--- src/rtl/midi_hb_pkg.sv ---
// ----------------------------------------------------------------------------
// midi_hb_pkg
// Types and constants shared by the MIDI heartbeat assembler.
// ----------------------------------------------------------------------------
`default_nettype none

package midi_hb_pkg;

  // Operation codes carried in the op field of an input item.
  localparam logic [1:0] OP_FRAME = 2'd0;
  localparam logic [1:0] OP_TICK  = 2'd1;
  localparam logic [1:0] OP_CLEAR = 2'd2;

  // USB MIDI code index for polyphonic aftertouch, and the chain markers.
  localparam logic [7:0] HDR_AFTERTOUCH = 8'h0A;
  localparam logic [7:0] MARK_0         = 8'hA0;
  localparam logic [7:0] MARK_1         = 8'hA1;
  localparam logic [7:0] MARK_2         = 8'hA2;

  localparam int unsigned PieceShift   = 7;
  localparam int unsigned CollectWidth = 43;
  localparam int unsigned BeatWidth    = 64;

  typedef enum logic [2:0] {
    STEP_0 = 3'b001,
    STEP_1 = 3'b010,
    STEP_2 = 3'b100
  } chain_step_e;

  typedef struct packed {
    logic [1:0] op;
    logic [7:0] frame_header;
    logic [7:0] frame_status;
    logic [7:0] frame_high_part;
    logic [7:0] frame_low_part;
  } in_t;

  typedef struct packed {
    logic                 first_traffic;
    logic                 traffic_seen;
    logic                 beat_valid;
    logic [BeatWidth-1:0] beat_value;
  } out_t;

endpackage

`default_nettype wire

--- src/rtl/midi_heartbeat_assembler_core.sv ---
// ----------------------------------------------------------------------------
// midi_heartbeat_assembler_core
// Assembles heartbeat values from aftertouch frames and reports traffic.
// ----------------------------------------------------------------------------
// The block takes one item per clock cycle while it is not stalled and returns
// exactly one result per item through a registered output buffer.
// Each item is handled in a single pass: the chain step, the 43-bit collector
// and the 64-bit sum of collector and local counter are all evaluated in the
// cycle of the transfer and the result is written to an output register. A
// second output entry catches one result while the output is stalled, so the
// input keeps taking items until both entries are full.
// ----------------------------------------------------------------------------
`default_nettype none

module midi_heartbeat_assembler_core
  import midi_hb_pkg::*;
(
  input  wire logic clk_i,
  input  wire logic rst_ni,

  input  wire logic in_valid_i,
  output logic      in_stall_o,
  input  wire in_t  in_data_i,

  output logic      out_valid_o,
  input  wire logic out_stall_i,
  output out_t      out_data_o
);

  // State.
  chain_step_e             step_q, step_d;
  logic [CollectWidth-1:0] collected_q, collected_d;
  logic [BeatWidth-1:0]    pending_q, pending_d;
  logic                    beat_pending_q, beat_pending_d;
  logic                    traffic_q, traffic_d;
  logic [BeatWidth-1:0]    count_q, count_d;
  logic                    seen_any_q, seen_any_d;

  // Output buffer: main register and skid entry.
  logic out_valid_q, out_valid_d;
  logic skid_valid_q, skid_valid_d;
  out_t out_q, out_d;
  out_t skid_q, skid_d;

  out_t                    res;
  logic                    in_xfer;
  logic                    out_xfer;
  logic [CollectWidth-1:0] piece0, piece1, piece2, full;

  assign in_stall_o  = skid_valid_q;
  assign in_xfer     = in_valid_i && !skid_valid_q;
  assign out_valid_o = out_valid_q;
  assign out_data_o  = out_q;
  assign out_xfer    = out_valid_q && !out_stall_i;

  // Pieces keep all eight bits of each byte, clipped to the collector width.
  assign piece0 = CollectWidth'(in_data_i.frame_low_part)
                | (CollectWidth'(in_data_i.frame_high_part) << PieceShift);
  assign piece1 = (CollectWidth'(in_data_i.frame_low_part) << (2 * PieceShift))
                | (CollectWidth'(in_data_i.frame_high_part) << (3 * PieceShift));
  assign piece2 = (CollectWidth'(in_data_i.frame_low_part) << (4 * PieceShift))
                | (CollectWidth'(in_data_i.frame_high_part) << (5 * PieceShift));
  assign full   = collected_q | piece2;

  always_comb begin
    res            = '0;
    step_d         = step_q;
    collected_d    = collected_q;
    pending_d      = pending_q;
    beat_pending_d = beat_pending_q;
    traffic_d      = traffic_q;
    count_d        = count_q;
    seen_any_d     = seen_any_q;
    case (in_data_i.op)
      OP_FRAME: begin
        traffic_d         = 1'b1;
        res.first_traffic = !seen_any_q;
        seen_any_d        = 1'b1;
        if (in_data_i.frame_header == HDR_AFTERTOUCH) begin
          case (step_q)
            STEP_0: begin
              if (in_data_i.frame_status == MARK_0) begin
                collected_d = piece0;
                step_d      = STEP_1;
              end
            end
            STEP_1: begin
              if (in_data_i.frame_status == MARK_1) begin
                collected_d = collected_q | piece1;
                step_d      = STEP_2;
              end else begin
                step_d = STEP_0;
              end
            end
            STEP_2: begin
              if (in_data_i.frame_status == MARK_2 && !beat_pending_q) begin
                collected_d    = full;
                pending_d      = BeatWidth'(full) + count_q;
                count_d        = count_q + BeatWidth'(1);
                beat_pending_d = 1'b1;
              end
              step_d = STEP_0;
            end
            default: step_d = STEP_0;
          endcase
        end
      end
      OP_TICK: begin
        res.traffic_seen = traffic_q;
        traffic_d        = 1'b0;
        if (beat_pending_q) begin
          res.beat_valid = 1'b1;
          res.beat_value = pending_q;
          beat_pending_d = 1'b0;
        end
      end
      OP_CLEAR: count_d = '0;
      default: ;
    endcase
  end

  // Output buffer control. The skid entry fills only while the main register
  // holds a stalled result, and drains into it at the next output transfer.
  always_comb begin
    out_valid_d  = out_valid_q;
    skid_valid_d = skid_valid_q;
    out_d        = out_q;
    skid_d       = skid_q;
    if (out_xfer) begin
      if (skid_valid_q) begin
        out_d        = skid_q;
        skid_valid_d = 1'b0;
      end else if (in_xfer) begin
        out_d = res;
      end else begin
        out_valid_d = 1'b0;
      end
    end else if (in_xfer) begin
      if (out_valid_q) begin
        skid_d       = res;
        skid_valid_d = 1'b1;
      end else begin
        out_d       = res;
        out_valid_d = 1'b1;
      end
    end
  end

  always_ff @(posedge clk_i or negedge rst_ni) begin
    if (!rst_ni) begin
      step_q         <= STEP_0;
      collected_q    <= '0;
      pending_q      <= '0;
      beat_pending_q <= 1'b0;
      traffic_q      <= 1'b0;
      count_q        <= '0;
      seen_any_q     <= 1'b0;
      out_valid_q    <= 1'b0;
      skid_valid_q   <= 1'b0;
    end else begin
      if (in_xfer) begin
        step_q         <= step_d;
        collected_q    <= collected_d;
        pending_q      <= pending_d;
        beat_pending_q <= beat_pending_d;
        traffic_q      <= traffic_d;
        count_q        <= count_d;
        seen_any_q     <= seen_any_d;
      end
      out_valid_q  <= out_valid_d;
      skid_valid_q <= skid_valid_d;
    end
  end

  always_ff @(posedge clk_i) begin
    out_q  <= out_d;
    skid_q <= skid_d;
  end

  // The skid entry is only ever occupied behind a waiting main result.
  assert property (@(posedge clk_i) disable iff (!rst_ni)
    skid_valid_q |-> out_valid_q)
    else $error("skid entry valid without a main result");

  // A result never carries both a first-traffic report and tick fields (traffic seen or a heartbeat).
  assert property (@(posedge clk_i) disable iff (!rst_ni)
    out_valid_q |-> !(out_q.first_traffic && (out_q.beat_valid || out_q.traffic_seen)))
    else $error("frame and tick fields mixed in one result");

  // A heartbeat value is zero unless it is flagged valid.
  assert property (@(posedge clk_i) disable iff (!rst_ni)
    (out_valid_q && !out_q.beat_valid) |-> (out_q.beat_value == '0))
    else $error("heartbeat value without valid flag");

  // A tick transfer always leaves no heartbeat pending.
  assert property (@(posedge clk_i) disable iff (!rst_ni)
    (in_xfer && in_data_i.op == OP_TICK) |=> !beat_pending_q)
    else $error("heartbeat still pending after tick");

  // The local counter only steps by one or returns to zero.
  assert property (@(posedge clk_i) disable iff (!rst_ni)
    (count_q != $past(count_q)) |->
      (count_q == $past(count_q) + BeatWidth'(1) || count_q == '0))
    else $error("local counter jumped");

endmodule

`default_nettype wire

--- config.mk ---
export PLATFORM = sky130hd
export DESIGN_NAME = midi_heartbeat_assembler_core
export DESIGN_NICKNAME = d
export VERILOG_FILES = /design/src/rtl/midi_hb_pkg.sv /design/src/rtl/midi_heartbeat_assembler_core.sv
export SDC_FILE = /design/constraint.sdc
export NUM_CORES = 1
export LEC_CHECK = 0
export ABC_CLOCK_PERIOD_IN_PS = 8500
export BUFFER_PORTS_ARGS = -buffer_cell sky130_fd_sc_hd__buf_2
export CORE_MARGIN = 5
export CORE_UTILIZATION = 30
export CTS_CLUSTER_SIZE = 25
export DETAILED_ROUTE_END_ITERATION = 10
export MAX_ROUTING_LAYER = met4
export SYNTH_ARGS = -nofsm -noshare
export SYNTH_HDL_FRONTEND = slang
export SYNTH_SLANG_ARGS = --single-unit
export TNS_END_PERCENT = 100
--- constraint.sdc ---
create_clock -name clk_i -period 8.5 [get_ports clk_i]
set_input_delay 1.7 -clock clk_i [delete_from_list [all_inputs] [get_ports clk_i]]
set_output_delay 1.7 -clock clk_i [all_outputs]
set_load 0.01 [all_outputs]
After elaboration in Yosys (flattened, before gate mapping)
Cells that the tools add are included.
{ "totals": {"elab_cells": 99, "ramBits": 0, "mem_bits_ro": 0, "memories": 0, "regBits": 313, "in_bits": 38, "latchBits": 0, "output_inout_bits": 69} }
{ "op_classes": {"bitwise_logic": 6, "n_reduce_logical": 25, "mul": 0, "add_sub_neg": 2, "muxes": 31, "shifts": 0, "magnitude_cmp": 0, "div": 0, "n_eq_ne": 18} }
{ "ops": {"columns": ["operator", "n"], "rows": [
  ["67-bit 2-to-1 mux", 5],
  ["64-bit 2-to-1 mux", 3],
  ["43-bit 2-to-1 mux", 3],
  ["43-bit case mux with 3 select lines", 1],
  ["64-bit case mux with 2 select lines", 1],
  ["66-bit 2-to-1 mux", 1],
  ["65-bit 2-to-1 mux", 1],
  ["43-bit by 64-bit adder with 64-bit output", 1],
  ["64-bit by 1-bit adder with 64-bit output (second input constant)", 1],
  ["36-bit by 43-bit OR with 43-bit output", 1],
  ["43-bit by 29-bit OR with 43-bit output", 1],
  ["43-bit OR", 1],
  ["22-bit by 29-bit OR with 29-bit output", 1],
  ["8-bit == test (second input constant)", 3],
  ["8-bit by 15-bit OR with 15-bit output", 1],
  ["5-bit AND reduction", 3],
  ["2-bit inequality test (second input constant)", 7],
  ["1-bit 2-to-1 mux", 11],
  ["2-bit nonzero test", 5],
  ["3-bit AND reduction", 3],
  ["8-bit by 4-bit == test with 1-bit output (second input constant)", 1],
  ["7-bit AND reduction", 1],
  ["3-bit 2-to-1 mux", 2],
  ["3-bit case mux with 2 select lines", 1],
  ["14 further kinds", 23]
]} }

Logic depth before layout (Yosys ltp)
{ "logic_depth": {"word_depth": 6, "depth_mapped": 13, "depth_no_buf": 12} }

Worst setup path after synthesis
No wires, ideal clock.
{ "synth_timing": {"kind": "input port to flip-flop", "from": "input out_stall_i", "to": "register out_q, in the netlist out_data_o[0], enable pin", "required_time_ps": 8008, "setup_time_ps": 492, "arrival_time_ps": 4884, "n_path_buf": 0, "slack_ps": 3124, "cell_stages": 3, "cell_sequence": "nand2b_1 -> ha_1 -> nor2_1"} }
{ "synth_between": {"elab_chain_cells": 4, "word_cells_on_any_way": 5, "cone_classes": "1 x eq/ne; 4 x reduce/logical"} }
{ "synth_rtl": {"columns": ["item", "line_no", "source"], "rows": [
  ["start, declared", "midi_heartbeat_assembler_core.sv:26", "input wire logic out_stall_i,"],
  ["1-bit logical NOT *", "midi_heartbeat_assembler_core.sv:54", "assign out_xfer = out_valid_q && !out_stall_i;"],
  ["1-bit logical AND *", "midi_heartbeat_assembler_core.sv:54", null],
  ["2-bit by 1-bit inequality test with 1-bit output (no line) or 2-bit nonzero test (tied branches)", null, null],
  ["3-bit AND reduction (no line) *", null, null],
  ["end signal, assigned", "midi_heartbeat_assembler_core.sv:176", "out_q <= out_d;"],
  ["end, declared", "midi_heartbeat_assembler_core.sv:42", "out_t out_q, out_d;"]
]} }
Every way passes the cells marked *; elsewhere a longest branch is shown, timed or not.
A chain may end at the register's enable or synchronous reset.

Worst setup path in the final report
{ "layout_timing": {"from": "input in_data_i[8] in the netlist's numbering", "to": "register pending_q[61]"} }
{ "layout_between": {"elab_chain_cells": 3} }
{ "layout_rtl": {"columns": ["item", "line_no", "source"], "rows": [
  ["start, declared", "midi_heartbeat_assembler_core.sv:23", "input wire in_t in_data_i,"],
  ["36-bit by 43-bit OR with 43-bit output", "midi_heartbeat_assembler_core.sv:62", "| (CollectWidth'(in_data_i.frame_high_part) << (5 * PieceShift));"],
  ["43-bit OR", "midi_heartbeat_assembler_core.sv:63", "assign full = collected_q | piece2;"],
  ["43-bit by 64-bit adder with 64-bit output", "midi_heartbeat_assembler_core.sv:98", "pending_d = BeatWidth'(full) + count_q;"],
  ["end signal, assigned", "midi_heartbeat_assembler_core.sv:164", "pending_q <= pending_d;"],
  ["end, declared", "midi_heartbeat_assembler_core.sv:33", "logic [BeatWidth-1:0] pending_q, pending_d;"]
]} }
No other way between the ends.

==> impl_metrics.csv <==
group,metric,value,unit
timing,setup_viol,0,
critical_path,crit_type,"input pin to flip-flop",
clock_tree,cts_buffer_depth,3,
drt,vias,11400,
yosys,synth_largest_area_cell,"dfrtp_1",
yosys,synth_cell_types,78,
timing,drv_slew,0,
drt,via_per_inst,4.92,
placement,gp_congestion,0.913,
layout,final_area,18200,um2
timing,slew_headroom,35.2,%
pwr,combPwrFrac,12.0,%
critical_path,worst-path-max-fanout,9,
clock_tree,cts.sinks,313,
critical_path,worst_ep_arrival_time,4.88,ns
pwr,ir_drop,0.129,mV
global_route,grt_usage,14.4,%
placement,dp_hpwl,31.4,mm
clock_tree,numCtsBuffers,31,
yosys,async_reset_ff_share,57.2,%
global_route,overflow,0,
placement,dp_cells,2260,
clock_tree,clk_latency,0.58,ns
pwr,power.switching,896,uW
floorplanning,die_area,57900,um2
clock_tree,cts_root_buf,"clkbuf_16",
clock_tree,holdBufCountCts,0,
global_route,grt_first_pass_wirelength,65.1,mm
yosys,synthAdderAreaFrac,3.73,%
yosys,synth_xor_area_share,5.43,%
clock_tree,cts_tree,"built",
timing,hold_ws,0.467,ns
pwr,p_sw_share,24.7,%
clock_tree,path_clk_slew,0.06,ns
yosys,synthCells,1534,
yosys,synth_enable_flop_cells,134,
critical_path,critPathRequiredTime,8.96,ns
critical_path,start_kind,"input pin",
run,drv_cap,0,
floorplanning,initial_core_util,30.3,%
layout,layout-drive-gt1-share,17.2,%
run_status,outcome,"completed",
yosys,yosys.area_share.simple,18.8,%
layout,area_growth,13.7,%
yosys,yosys_warnings,0,
yosys,synthMuxAreaShare,5.05,%
yosys,yosys-top-cells-count,"nand2_1 (212), dfrtp_1 (178), edfxtp_1 (134)",
min_path,holdCritPathClass,"flip-flop to flip-flop",
timing,fin_worst_skew,0.00901,ns
yosys,synth.most_common_cell,"nand2_1",
placement,port_buffers,106,
global_route,grt_pass1_vias,11200,
layout,stdcell_count,2321,
yosys,synth-compound-area-share,10.8,%
global_route,grt_start_max_net_pins,80,
timing,rsz0062_at_grt,"false",
yosys,synth_ff_type,"dfrtp_1",
yosys,synth_nets,1619,
timing,fmax,0.226,GHz
clock_tree,cts_max_level,1,
clock_tree,post_cts_buffers,0,
timing,finalCritPeriodShare,52.1,%
floorplanning,fp.coreArea,52700,um2
timing,period_minus_slack,4.42,ns
drt,avgRoutedWirePerCell,17.7,um
floorplanning,pin_count,107,
placement,place_area,17100,um2
pwr,power_leakage,0.00758,uW
timing,hold_viol,0,
critical_path,critPathCaptureType,"flip-flop",
yosys,synth_top_family_by_area,"simple AND/OR/NAND/NOR gates",
drt,ant_nets,0,
yosys,seq_area_frac_synth,53.3,%
floorplanning,die_y,241,um
drt,drt-total-wl,41.1,mm
global_route,antenna_found_initial,3,
drt,dr.first_iter.drc_count,748,
pwr,clkPwrFrac,38.9,%
drt,drc,0,
timing,tightest_slew,0.969,ns
drt,firstDrtPassIters,5,
pwr,power_frac_seq,49.1,%
layout,nFillCells,5314,
layout,fin_nets,1690,
yosys,netlist.area_leader.share,27.9,%
pwr,power_density,199,nW/um2
yosys,yosys-top-cells-area,"dfrtp_1 (28%), edfxtp_1 (25%), nand2_1 (5.0%)",
yosys,syn-cell-area,16000,um2
floorplanning,die_w,241,um
timing,tns,0,ns
clock_tree,cts_resized,0,
yosys,avgSynthCellArea,10.4,um2
pwr,total_power,3620,uW
yosys,ys_ff_latch,313,
pwr,internal_power,2730,uW
floorplanning,std_cell_rows,84,
[logic make-up after synthesis]
family	after synthesis
compound gates	300
xor+xnor	99
fa+ha+maj	47
buf+inv	103
flops	313
mux	72
simple gates	600
[placed cells by master (no fill, tap or decap), types with 35 or more instances in the layout]
cell      synthesis  layout
nand2_1         212     212
dfrtp_1         178     178
edfxtp_1        134     134
o21ai_0         124     124
nor2_1          110     107
buf_2             5     105
a21oi_1          95      95
and2_1           71      70
mux2_2           69      69
xor2_1           52      52
xnor2_1          47      47
ha_1             46      46
nand4_1          35      35
[layout make-up]
| type | count | area, um2 | share of cell area, % |
|---|---|---|---|
| multi-input cells | 1118 | 7030 | 38.7 |
| clock inverters | 20 | 214 | 1.18 |
| inverters | 24 | 90.1 | 0.496 |
| diodes | 3 | 7.51 | 0.0413 |
| flip-flops and latches | 313 | 8500 | 46.8 |
| well taps | 688 | 861 | 4.74 |
| repair buffers | 117 | 619 | 3.41 |
| clock buffers | 38 | 832 | 4.58 |
[per-layer routing]
layer | GRT usage, % | wire (um) | up-vias
li1 | - | - | 5560
met5 | - | 0 | -
met1 | 20.4 | 19700 | 5565
met4 | 4.52 | 1410 | 0
met2 | 21.7 | 18200 | 222
met3 | 1.92 | 1840 | 62
[metrics by stage]
step,utilization [%],worst slack (ns)
global placement,32.5,3.53
CTS,34.5,4.11
detailed placement,32.5,3.50
floorplan,-,3.12
global route,34.5,3.90
finish,34.5,4.08
[final timing paths]
check | from | end | slack [ns] | cells after the start
worst max-delay path | in_data_i[8] | pending_q[61]$_DFFE_PN0P_ | 4.08 | 12
worst min-delay path | pending_q[10]$_DFFE_PN0P_ | pending_q[10]$_DFFE_PN0P_ | 0.47 | 2
worst max register to register | count_q[1]$_DFFE_PN0P_ | pending_q[51]$_DFFE_PN0P_ | 4.81 | 10
worst min register to register | pending_q[10]$_DFFE_PN0P_ | pending_q[10]$_DFFE_PN0P_ | 0.47 | 2
max in group asynchronous | rst_ni | pending_q[47]$_DFFE_PN0P_ | 6.13 | 2
min in group asynchronous | rst_ni | collected_q[31]$_DFFE_PN0P_ | 1.06 | 1
[registers in the layout, indices dropped and copies added (netlist names)]
| signal | count |
|---|---|
| in_stall_o | 1 |
| pending_q | 64 |
| step_q | 3 |
| skid_q | 67 |
| count_q | 64 |
| out_data_o | 67 |
| out_valid_o | 1 |
| traffic_q | 1 |
| beat_pending_q | 1 |
| collected_q | 43 |
| seen_any_q | 1 |
[power by group through the flow]
| stage | Combinational [uW] | Sequential (uW) | Clock [uW] |
|---|---|---|---|
| 6_report | 435 | 1780 | 1410 |
| 5_1_grt | 478 | 1790 | 1520 |
| 3_3_place_gp | 441 | 1810 | 0 |
| 2_1_floorplan | 219 | 1860 | 0 |
| 3_5_place_dp | 446 | 1810 | 0 |
| 4_1_cts | 448 | 1780 | 1450 |
[critical path, cell delays in order]
cell and delay (ns):
buf_2 0.11, or3_1 0.41, ha_1 0.44, nand4_1 0.19, or4_1 0.61, or3_1 0.34
a211oi_2 0.20, or4b_4 0.18, a31oi_4 0.21, nor2_4 0.21, mux2i_1 0.20, nand3_1 0.09
No activity file was read; power rests on OpenSTA's default activity.
